**src/hdl/smb_pkg.sv**
```systemverilog
`default_nettype none
// ----------------------------------------------------------------------------
// smb_pkg: shared definitions for the stack bytecode machine
// Sizes, opcodes, status codes and the command/status bundles that join the
// controller to the datapath.
// ----------------------------------------------------------------------------
package smb_pkg;

  // Sizes
  localparam int STACK_DEPTH = 4096;
  localparam int CODE_DEPTH  = 65536;
  localparam int WORD_W      = 64;
  localparam int ADDR_W      = $clog2(STACK_DEPTH);
  localparam int SP_W        = ADDR_W + 1;
  localparam int IDX_W       = 16;
  localparam int SUM_W       = WORD_W + 2;
  localparam int DCNT_W      = $clog2(WORD_W) + 1;

  // Opcodes
  localparam logic [4:0] OP_PUSH    = 5'd1;
  localparam logic [4:0] OP_PUT     = 5'd2;
  localparam logic [4:0] OP_RETR    = 5'd3;
  localparam logic [4:0] OP_PRINTS  = 5'd4;
  localparam logic [4:0] OP_PENTRY  = 5'd5;
  localparam logic [4:0] OP_PEXIT   = 5'd6;
  localparam logic [4:0] OP_ADD     = 5'd9;
  localparam logic [4:0] OP_MULT    = 5'd10;
  localparam logic [4:0] OP_SUBT    = 5'd11;
  localparam logic [4:0] OP_DIV     = 5'd12;
  localparam logic [4:0] OP_PRINTI  = 5'd13;
  localparam logic [4:0] OP_STRCAT  = 5'd14;
  localparam logic [4:0] OP_GT      = 5'd15;
  localparam logic [4:0] OP_LT      = 5'd16;
  localparam logic [4:0] OP_NEQ     = 5'd17;
  localparam logic [4:0] OP_EQ      = 5'd18;
  localparam logic [4:0] OP_JZ      = 5'd19;
  localparam logic [4:0] OP_J       = 5'd20;
  localparam logic [4:0] OP_NEWARR  = 5'd21;
  localparam logic [4:0] OP_PUTI    = 5'd22;
  localparam logic [4:0] OP_RETRI   = 5'd23;
  localparam logic [4:0] OP_LEN     = 5'd24;
  localparam logic [4:0] OP_DISC    = 5'd25;
  localparam logic [4:0] OP_CALL    = 5'd26;
  localparam logic [4:0] OP_FENTRY  = 5'd27;
  localparam logic [4:0] OP_FEXIT   = 5'd28;
  localparam logic [4:0] OP_RET     = 5'd30;

  // Status codes
  localparam logic [2:0] ST_RUN     = 3'd0;
  localparam logic [2:0] ST_EXIT    = 3'd1;
  localparam logic [2:0] ST_INVALID = 3'd2;
  localparam logic [2:0] ST_UNIMPL  = 3'd3;
  localparam logic [2:0] ST_BOUND   = 3'd4;
  localparam logic [2:0] ST_DIVZERO = 3'd5;
  localparam logic [2:0] ST_JUMP    = 3'd6;
  localparam logic [2:0] ST_HALTED  = 3'd7;

  // Echo kinds
  localparam logic [1:0] ECHO_NONE = 2'd0;
  localparam logic [1:0] ECHO_INT  = 2'd1;
  localparam logic [1:0] ECHO_STR  = 2'd2;

  typedef enum logic [1:0] {
    RD_FIRST,
    RD_SECOND,
    RD_THIRD,
    RD_MOVE
  } rd_sel_e;

  typedef enum logic [2:0] {
    WR_MAIN,
    WR_MOVE,
    WR_LINK0,
    WR_LINK1,
    WR_LINK2
  } wr_sel_e;

  // Controller to datapath
  typedef struct packed {
    logic       load;
    logic       rd_en;
    rd_sel_e    rd_sel;
    logic       cap_a;
    logic       cap_b;
    logic       cap_c;
    logic       st_pre;
    logic       st_post;
    logic       mul_en;
    logic [1:0] mul_step;
    logic       div_start;
    logic       div_step;
    logic       wr_en;
    wr_sel_e    wr_sel;
    logic       mv_load;
    logic       mv_dec;
    logic       finish;
  } smb_cmd_t;

  // Datapath to controller
  typedef struct packed {
    logic       pre_run;
    logic       post_run;
    logic [1:0] n_reads;
    logic       is_mul;
    logic       is_div;
    logic       is_call;
    logic       has_wr;
    logic       mv_zero;
    logic       div_done;
    logic       out_free;
  } smb_stat_t;

endpackage
`default_nettype wire

```
**src/hdl/smb_ctrl.sv**
```systemverilog
`default_nettype none
// ----------------------------------------------------------------------------
// smb_ctrl: instruction sequencer
// Steps each instruction through check, operand reads, execute, optional
// multi-cycle arithmetic or frame move, and result hand-off.
// ----------------------------------------------------------------------------
module smb_ctrl
  import smb_pkg::*;
(
  input  wire logic      clk_i,
  input  wire logic      rst_ni,
  input  wire logic      in_valid_i,
  output logic           in_ready_o,
  input  wire smb_stat_t stat_i,
  output smb_cmd_t       cmd_o
);

  localparam logic [4:0] S_IDLE  = 5'd0;
  localparam logic [4:0] S_CHECK = 5'd1;
  localparam logic [4:0] S_R1    = 5'd2;
  localparam logic [4:0] S_R2    = 5'd3;
  localparam logic [4:0] S_R3    = 5'd4;
  localparam logic [4:0] S_EXEC  = 5'd5;
  localparam logic [4:0] S_MUL0  = 5'd6;
  localparam logic [4:0] S_MUL1  = 5'd7;
  localparam logic [4:0] S_MUL2  = 5'd8;
  localparam logic [4:0] S_DIV   = 5'd9;
  localparam logic [4:0] S_WB    = 5'd10;
  localparam logic [4:0] S_MVRD  = 5'd11;
  localparam logic [4:0] S_MVWR  = 5'd12;
  localparam logic [4:0] S_LINK0 = 5'd13;
  localparam logic [4:0] S_LINK1 = 5'd14;
  localparam logic [4:0] S_LINK2 = 5'd15;
  localparam logic [4:0] S_DONE  = 5'd16;

  logic [4:0] state_q, state_d;

  assign in_ready_o = (state_q == S_IDLE);

  // Next state and commands
  always_comb begin
    state_d = state_q;
    cmd_o   = '0;
    unique case (state_q)
      S_IDLE: begin
        if (in_valid_i) begin
          cmd_o.load = 1'b1;
          state_d    = S_CHECK;
        end
      end
      S_CHECK: begin
        cmd_o.st_pre = 1'b1;
        cmd_o.rd_en  = 1'b1;
        cmd_o.rd_sel = RD_FIRST;
        if (!stat_i.pre_run) state_d = S_DONE;
        else if (stat_i.n_reads != 2'd0) state_d = S_R1;
        else state_d = S_EXEC;
      end
      S_R1: begin
        cmd_o.cap_a  = 1'b1;
        cmd_o.rd_en  = 1'b1;
        cmd_o.rd_sel = RD_SECOND;
        state_d      = (stat_i.n_reads >= 2'd2) ? S_R2 : S_EXEC;
      end
      S_R2: begin
        cmd_o.cap_b  = 1'b1;
        cmd_o.rd_en  = 1'b1;
        cmd_o.rd_sel = RD_THIRD;
        state_d      = (stat_i.n_reads == 2'd3) ? S_R3 : S_EXEC;
      end
      S_R3: begin
        cmd_o.cap_c = 1'b1;
        state_d     = S_EXEC;
      end
      S_EXEC: begin
        cmd_o.st_post = 1'b1;
        if (!stat_i.post_run) begin
          state_d = S_DONE;
        end else if (stat_i.is_mul) begin
          state_d = S_MUL0;
        end else if (stat_i.is_div) begin
          cmd_o.div_start = 1'b1;
          state_d         = S_DIV;
        end else if (stat_i.is_call) begin
          cmd_o.mv_load = 1'b1;
          state_d       = S_MVRD;
        end else begin
          cmd_o.wr_en  = stat_i.has_wr;
          cmd_o.wr_sel = WR_MAIN;
          state_d      = S_DONE;
        end
      end
      S_MUL0: begin
        cmd_o.mul_en   = 1'b1;
        cmd_o.mul_step = 2'd0;
        state_d        = S_MUL1;
      end
      S_MUL1: begin
        cmd_o.mul_en   = 1'b1;
        cmd_o.mul_step = 2'd1;
        state_d        = S_MUL2;
      end
      S_MUL2: begin
        cmd_o.mul_en   = 1'b1;
        cmd_o.mul_step = 2'd2;
        state_d        = S_WB;
      end
      S_DIV: begin
        if (stat_i.div_done) state_d = S_WB;
        else cmd_o.div_step = 1'b1;
      end
      S_WB: begin
        cmd_o.wr_en  = 1'b1;
        cmd_o.wr_sel = WR_MAIN;
        state_d      = S_DONE;
      end
      // Shift the call arguments up by three words, top first
      S_MVRD: begin
        if (stat_i.mv_zero) begin
          state_d = S_LINK0;
        end else begin
          cmd_o.rd_en  = 1'b1;
          cmd_o.rd_sel = RD_MOVE;
          cmd_o.mv_dec = 1'b1;
          state_d      = S_MVWR;
        end
      end
      S_MVWR: begin
        cmd_o.wr_en  = 1'b1;
        cmd_o.wr_sel = WR_MOVE;
        state_d      = S_MVRD;
      end
      S_LINK0: begin
        cmd_o.wr_en  = 1'b1;
        cmd_o.wr_sel = WR_LINK0;
        state_d      = S_LINK1;
      end
      S_LINK1: begin
        cmd_o.wr_en  = 1'b1;
        cmd_o.wr_sel = WR_LINK1;
        state_d      = S_LINK2;
      end
      S_LINK2: begin
        cmd_o.wr_en  = 1'b1;
        cmd_o.wr_sel = WR_LINK2;
        state_d      = S_DONE;
      end
      S_DONE: begin
        if (stat_i.out_free) begin
          cmd_o.finish = 1'b1;
          state_d      = S_IDLE;
        end
      end
      default: state_d = S_IDLE;
    endcase
  end

  always_ff @(posedge clk_i or negedge rst_ni) begin
    if (!rst_ni) state_q <= S_IDLE;
    else state_q <= state_d;
  end

endmodule
`default_nettype wire

```
**config.mk**
```make
export PLATFORM = sky130hd
export DESIGN_NAME = smb_ctrl
export DESIGN_NICKNAME = d
export VERILOG_FILES = /design/src/hdl/smb_pkg.sv /design/src/hdl/smb_ctrl.sv
export SDC_FILE = /design/constraint.sdc
export NUM_CORES = 1
export LEC_CHECK = 0
export ABC_CLOCK_PERIOD_IN_PS = 2100
export BUFFER_PORTS_ARGS = -buffer_cell sky130_fd_sc_hd__buf_2
export CAP_MARGIN = 20
export CORE_MARGIN = 2
export CORE_UTILIZATION = 35
export CTS_CLUSTER_SIZE = 10
export DETAILED_ROUTE_END_ITERATION = 6
export GPL_TIMING_DRIVEN = 0
export HOLD_SLACK_MARGIN = 0.12
export PLACE_DENSITY = 0.62
export SKIP_LAST_GASP = 1
export SYNTH_ARGS = -nofsm -noshare
export SYNTH_HDL_FRONTEND = slang
export SYNTH_SLANG_ARGS = --single-unit
```
**constraint.sdc**
```tcl
create_clock -name clk_i -period 2.1 [get_ports clk_i]
set_input_delay 0.42 -clock clk_i [delete_from_list [all_inputs] [get_ports clk_i]]
set_output_delay 0.42 -clock clk_i [all_outputs]
set_load 0.01 [all_outputs]
```
==> impl_metrics.json, run 1 <==
{
  "status": "finished, violations left",
  "failed_checks": "setup timing",
  "p_clk_share_pct": 9.3,
  "grtUsageTotal_pct": 19.73,
  "leakagePower_nw": 0.5027,
  "post-route-min-period_ps": 2252,
  "firstDrtPassIters": 4,
  "io_buffers": 35,
  "synth-edff-count": 0,
  "nets": 156,
  "avgSynthCellArea_um2": 6.682,
  "stdcell_area_um2": 972.2,
  "synth_area_leader_cell": "dfrtp_1",
  "mostFrequentLayoutCells": "buf_2, nor2_1, nor3_1, o21ai_0",
  "largest-register": "state_q",
  "intPower_mw": 0.6006,
  "max_freq_mhz": 444.1,
  "grt_setup_unrepaired": "true",
  "cap_viol_max_count": 0,
  "tightest_slew_ps": 288.5,
  "crit_path_start_kind": "flip-flop",
  "reg_top3": "state_q x5",
  "cts_root_buf": "clkbuf_4",
  "path_class": "reg -> out",
  "syn_nets": 111,
  "hp-class": "in -> reg",
  "placed_cell_area_um2": 854.6,
  "synthArstFlopShare_pct": 100.0,
  "largest_reg_flops": 5,
  "hold_viol": 0,
  "power_frac_seq_pct": 13.9,
  "yosysUniqueCellTypes": 38,
  "synthFlopType": "dfrtp_1",
  "io_pins": 36,
  "initial_core_util_pct": 37.54,
  "dp_slack_ps": -65.71,
  "yosysWarningCount": 0,
  "cts.clk_slew.worst_paths_ps": 40,
  "critPathArrivalTime_ps": 1830,
  "worst_slack_ps": -151.6,
  "peakVddDrop_mv": 0.5576,
  "die_w_um": 47.03,
  "comb_power_share_pct": 76.8,
  "cts_made_buffers": 3,
  "overflow": 0,
  "routedWlPerCell_um": 12.94,
  "crit_path_end_kind": "output pin",
  "grt_max_degree": 11,
  "drt.antenna.violating_nets": 0,
  "synth.ff_latch_count": 5,
  "synthesis.area_um2": 648.1,
  "swShare_pct": 49.25,
  "row_count": 15,
  "drt_iter0_drc": 27,
  "cp.required_ps": 1680,
  "vias_per_cell": 5.386,
  "cts_sinks": 5,
  "grt_pass1_wl_mm": 3.249,
  "worstSkewPairLatency_ps": 240,
  "dp.final_hpwl_mm": 1.618,
  "path_max_fanout": 4,
  "fin_crit_sh_pct": 107.2,
  "dieHeight_um": 47.03,
  "area_growth_syn_to_layout_pct": 50.00,
  "synthTopCellsByArea": "dfrtp_1, nor3_1, nor2_1",
  "cts_tree": "built",
  "gp_congestion": 0.8997,
  "drive_gt1_share_pct": 43.26,
  "power_density_nw_per_um2": 1217,
  "diodes": 0,
  "antenna_found_initial": 0,
  "h-tree-depth": 1,
  "synth_top_cell_area_share_pct": 19.31,
  "final-max-slew-violation-count": 0,
  "mostFrequentLayoutCell": "buf_2",
  "slew_headroom_pct": 80.49,
  "num_vias": 894,
  "syn_inst": 97,
  "cts_buffer_depth": 2,
  "wl_mm": 2.148,
  "setup_viol": 4,
  "post-route-util_pct": 56.30,
  "synth_seq_area_share_pct": 19.31,
  "drc_errors": 0,
  "final_cells": 166,
  "core_um2": 1727,
  "die_area_um2": 2212,
  "skew_ps": 7.339,
  "switchingPower_mw": 0.5829,
  "dp.cells": 157,
  "grt_pass1_vias": 757
}
## synth_stat cells, types with 3 or more instances
cell type	number
nor2_1	12
nor3_1	10
o21ai_0	8
clkbuf_1	6
dfrtp_1	5
inv_1	5
nand2_1	5
nor2b_1	4
a211oi_1	3
nand2b_1	3
## final timing paths
| path | slack [ps] | depth (start not counted) | start | endpoint |
|---|---|---|---|---|
| setup / recovery | -150 | 4 | state_q[4] | cmd_o[6] |
| hold / removal | 450 | 2 | stat_i[0] | state_q[4] |
| setup reg to reg | 260 | 4 | state_q[4] | state_q[0] |
| hold reg to reg | 830 | 4 | state_q[2] | state_q[1] |
| max in group asynchronous | 1420 | 2 | rst_ni | state_q[2] |
| min in group asynchronous | 550 | 2 | rst_ni | state_q[1] |
## layout make-up
type | instances | area [um^2]
Fill cell | 182 | 754.5
Multi-Input combinational cell | 78 | 506.7
Sequential cell | 5 | 125.1
Buffer | 6 | 30.03
Clock buffer | 4 | 26.28
Tap cell | 25 | 31.28
Inverter | 6 | 22.52
Timing Repair Buffer | 42 | 230.2
## kinds of logic after synthesis
group	Yosys count	synth area share [%]
simple gates	49	40.93
compound gates	27	28.57
buf+inv	14	8.299
flops	5	19.31
xor+xnor	1	1.352
mux	1	1.544
## power groups by stage
| stage | clock network (mW) | logic [mW] | registers [mW] |
|---|---|---|---|
| 2_1_floorplan | 0 | 0.536 | 0.164 |
| 3_3_place_gp | 0 | 0.757 | 0.176 |
| 3_5_place_dp | 0 | 0.754 | 0.177 |
| 4_1_cts | 0.111 | 0.849 | 0.160 |
| 5_1_grt | 0.119 | 1.00 | 0.170 |
| 6_report | 0.111 | 0.909 | 0.164 |
## worst max-delay path, cell delays in order, from the launching register on
cell and delay, ps:
dfrtp_1 380, or3b_4 410, or4_4 550, o21ai_2 120
buf_2 130
## per-stage QoR
stage                     TNS [ps]  hold WS (ps)  power (mW)
after floorplan                  0         124.4      0.7005
after global routing        -836.9         462.2       1.290
after detailed placement    -140.1         235.4      0.9316
final                       -441.9         449.3       1.184
after CTS                   -683.7         447.7       1.120
after global placement      -130.7         232.5      0.9335
## metal layers
metal / vias up / part of all wire, % / wire, um / GRT usage (%)
li1: 446 / - / - / -
met1: 404 / 44 / 936 / 27.08
met2: 44 / 48 / 1022 / 34.25
met3: 0 / 8.8 / 189 / 2.308
met4: 0 / 0 / 0 / 2.222
met5: - / 0 / 0 / 0
## what timing repair did
action,in CTS,in global routing
hold endpoints to repair,5,0
endpoints found under the setup margin,6,14
gates resized for setup,6,14
hold buffers,1,0
gates cloned,0,0
pin swaps,2,4
setup buffers,5,1
No activity file was read; power rests on OpenSTA's default activity.
==> run 2: changes to the inputs <==
- ABC_AREA: unset -> 1
- ABC_CLOCK_PERIOD_IN_PS: 2100 -> 1880
- PLACE_DENSITY: 0.62 -> 0.64
- clock period: 2.1 -> 1.88 ns (I/O delays scaled with it)
==> run 2 against run 1 <==
- the flow now finishes without violations
- synthesized cell count rose by 20%
- clock skew is 5.5 ps lower
- sequential power up 30%
- register-to-register slack gained 150 ps
- clock-buffer cell count did not move
- sequential cell count unchanged
- clock power up 8%
- first-iteration DRC count unchanged
- total power increased by 10%
- synthesized area fell by 0.39%
- utilization increased by 2.7 points
- highest routed layer is now met4
==> impl_metrics.json, run 2 <==
{
  "yosysUniqueCellTypes": 22,
  "crit_path_start_kind": "flip-flop",
  "swShare_pct": 52.56,
  "dieHeight_um": 46.95,
  "grt_max_degree": 7,
  "synth_compound_area_share_pct": 10.27,
  "r2r_start": "state_q[1]",
  "largest-register": "state_q",
  "worst_slack_ps": 7.677,
  "cap_viol_max_count": 0,
  "hold_viol": 0,
  "reg_top3": "state_q x5",
  "overflow": 0,
  "largest_reg_flops": 5,
  "leakagePower_nw": 0.6363,
  "tightest_slew_ps": 349.3,
  "path_max_fanout": 5,
  "r2r_slack_ps": 410,
  "die_w_um": 46.95,
  "setup_viol": 0,
  "crit_path_end_kind": "output pin",
  "max_freq_mhz": 534.1,
  "synth-edff-count": 0,
  "path_buf_inv": 3,
  "cp.required_ps": 1500,
  "synth.ff_latch_count": 5,
  "synthesis.area_um2": 645.6,
  "syn_inst": 116,
  "num_vias": 929,
  "skew_ps": 1.848,
  "area_growth_syn_to_layout_pct": 57.75,
  "synth_seq_area_share_pct": 19.38,
  "hp-class": "in -> reg",
  "die_area_um2": 2204,
  "grt_pass1_vias": 797,
  "synthTopCellsByCount": "inv_1, nand2_1, nor2_1",
  "drt.antenna.violating_nets": 0,
  "synthTopCellsByArea": "dfrtp_1, inv_1, nand2_1",
  "diodes": 0,
  "synth_mux_area_share_pct": 0,
  "status": "complete, no violations",
  "hold_path_end": "state_q[0]",
  "cts_tree": "built",
  "core_um2": 1727,
  "p_clk_share_pct": 9.2,
  "critical_path.max_stage_delay_ps": 430,
  "switchingPower_mw": 0.6841,
  "whs_ps": 471.7,
  "final-max-slew-violation-count": 0,
  "synthFlopType": "dfrtp_1",
  "peakVddDrop_mv": 0.6433,
  "synth_top_cell_area_share_pct": 19.38,
  "wl_mm": 2.150,
  "cts_sinks": 5,
  "synth_most_common_cell": "inv_1",
  "drc_errors": 0,
  "critPathArrivalTime_ps": 1500,
  "fillers": 179,
  "yosysWarningCount": 0,
  "synth_area_leader_cell": "dfrtp_1",
  "nets": 180,
  "drt_iter0_drc": 27,
  "power_frac_seq_pct": 16.4,
  "synth_top_family_by_area": "simple AND/OR/NAND/NOR gates",
  "grt_pass1_wl_mm": 3.374,
  "min_delay_path_depth": 4,
  "syn_nets": 130,
  "power_density_nw_per_um2": 1278,
  "cts_buffer_depth": 2,
  "synthArstFlopShare_pct": 100.0,
  "comb_power_share_pct": 74.3,
  "cts_root_buf": "clkbuf_4",
  "gp_congestion": 0.8339,
  "mostFrequentLayoutCells": "buf_2, inv_1, nand2_1",
  "firstDrtPassIters": 4,
  "intPower_mw": 0.6175,
  "io_buffers": 35,
  "io_pins": 36,
  "grt_setup_unrepaired": "true",
  "cts_made_buffers": 3,
  "min_from": "stat_i[1]",
  "antenna_found_initial": 0,
  "finalPower_mw": 1.302,
  "synth_xor_area_share_pct": 0,
  "drive_gt1_share_pct": 44.85,
  "dp_slack_ps": 23.82,
  "worstPathCellList": "buf_4 -> nor2_4 -> inv_2 -> nor4_1 -> buf_2",
  "synth-simple-area-share_pct": 54.65,
  "avgSynthCellArea_um2": 5.566,
  "synth_fa_ha_area_share_pct": 0,
  "cts.clk_slew.worst_paths_ps": 40,
  "vias_per_cell": 4.889,
  "row_count": 15,
  "worst-r2r-cell-count": 8,
  "fin_crit_sh_pct": 99.59,
  "slew_headroom_pct": 76.63,
  "initial_core_util_pct": 37.39,
  "routedWlPerCell_um": 11.32,
  "r2r_end": "state_q[0]",
  "dp.final_hpwl_mm": 1.631,
  "grtUsageTotal_pct": 21.27,
  "path_delay_family": "flip-flops",
  "h-tree-depth": 1,
  "post-route-min-period_ps": 1872,
  "worstSkewPairLatency_ps": 230,
  "mostFrequentLayoutCell": "buf_2",
  "slowest_stage": "dfrtp_2",
  "path_class": "reg -> out"
}
-- run 2: cell count changes in the layout (fill, tap and decap cells not counted), moves of 4 or more --
cell | previous run | this run
inv_1 | 5 | 22
nand2_1 | 4 | 19
clkbuf_2 | 6 | 0
nand3_1 | 2 | 8
nor2_1 | 12 | 18
a21oi_1 | 1 | 6
nor2_2 | 0 | 5
nor2b_1 | 4 | 0
nor3_1 | 7 | 3
o21ai_0 | 7 | 3
-- run 2: cell type report --
type	instances	area [um^2]	area share (%)
well taps	25	31.28	3.071
repair buffers	45	252.7	24.82
multi-input cells	84	473.0	46.44
clock buffers	4	26.28	2.580
inverters	27	106.4	10.44
flip-flops and latches	5	128.9	12.65
-- run 2: cell families (layout without fill, tap and decap cells) --
group	after synthesis	after routing
buffers and inverters	27	76
AOI/OAI and AO/OA	12	12
and+or+nand+nor	72	72
DFF	5	5
-- run 2: stage by stage --
step	instance area [um^2]	util [%]	std cells	TNS (ps)
global placement	852.1	49.35	176	0
finish	1018	58.99	190	0
CTS	962.2	55.72	188	-27.92
global route	1018	58.99	190	-328.0
detailed placement	852.1	49.35	176	0
floorplan	645.6	-	116	0
-- run 2: layer usage --
| layer | track usage, % | wire length, um | vias to the layer above |
|---|---|---|---|
| li1 | - | - | 466 |
| met1 | 29.60 | 892 | 402 |
| met2 | 34.79 | 1022 | 57 |
| met3 | 2.692 | 202 | 4 |
| met4 | 5.556 | 33 | 0 |
| met5 | 0 | 0 | - |
-- run 2: power by group through the flow --
stage | Combinational [mW] | Sequential (mW) | Clock, mW
floorplan | 0.502 | 0.215 | 0
global placement | 0.724 | 0.227 | 0
detailed placement | 0.725 | 0.226 | 0
CTS | 0.880 | 0.205 | 0.124
global route | 1.07 | 0.219 | 0.136
finish | 0.968 | 0.214 | 0.120
-- run 2: worst reg2reg max path: stages, from the launching register on --
cell     delay [ps]
dfrtp_1         430
nor2_1          310
nand3_1         200
inv_1           100
nand2_1          60
nand3_1         100
nor2_1           60
nand2_1          60
nand2_1          40
-- run 2: how the worst max path moves through the flow --
stage	start	end	slack, ps	depth (start not counted)
finish	state_q[2]	cmd_o[0]	8	5
global route	state_q[1]	cmd_o[19]	-110	8
CTS	state_q[2]	cmd_o[19]	-30	9
detailed placement	state_q[4]	cmd_o[2]	20	8
global placement	state_q[4]	cmd_o[2]	60	8
floorplan	state_q[4]	cmd_o[19]	270	8
-- run 2: timing repair --
action / CTS / global route
resized for setup: 9 / 13
hold buffers: 1 / 0
endpoints found under the setup margin: 7 / 12
pin swaps: 3 / 2
setup buffers: 7 / 2
gates cloned: 0 / 0
endpoints found under the hold margin: 5 / 0
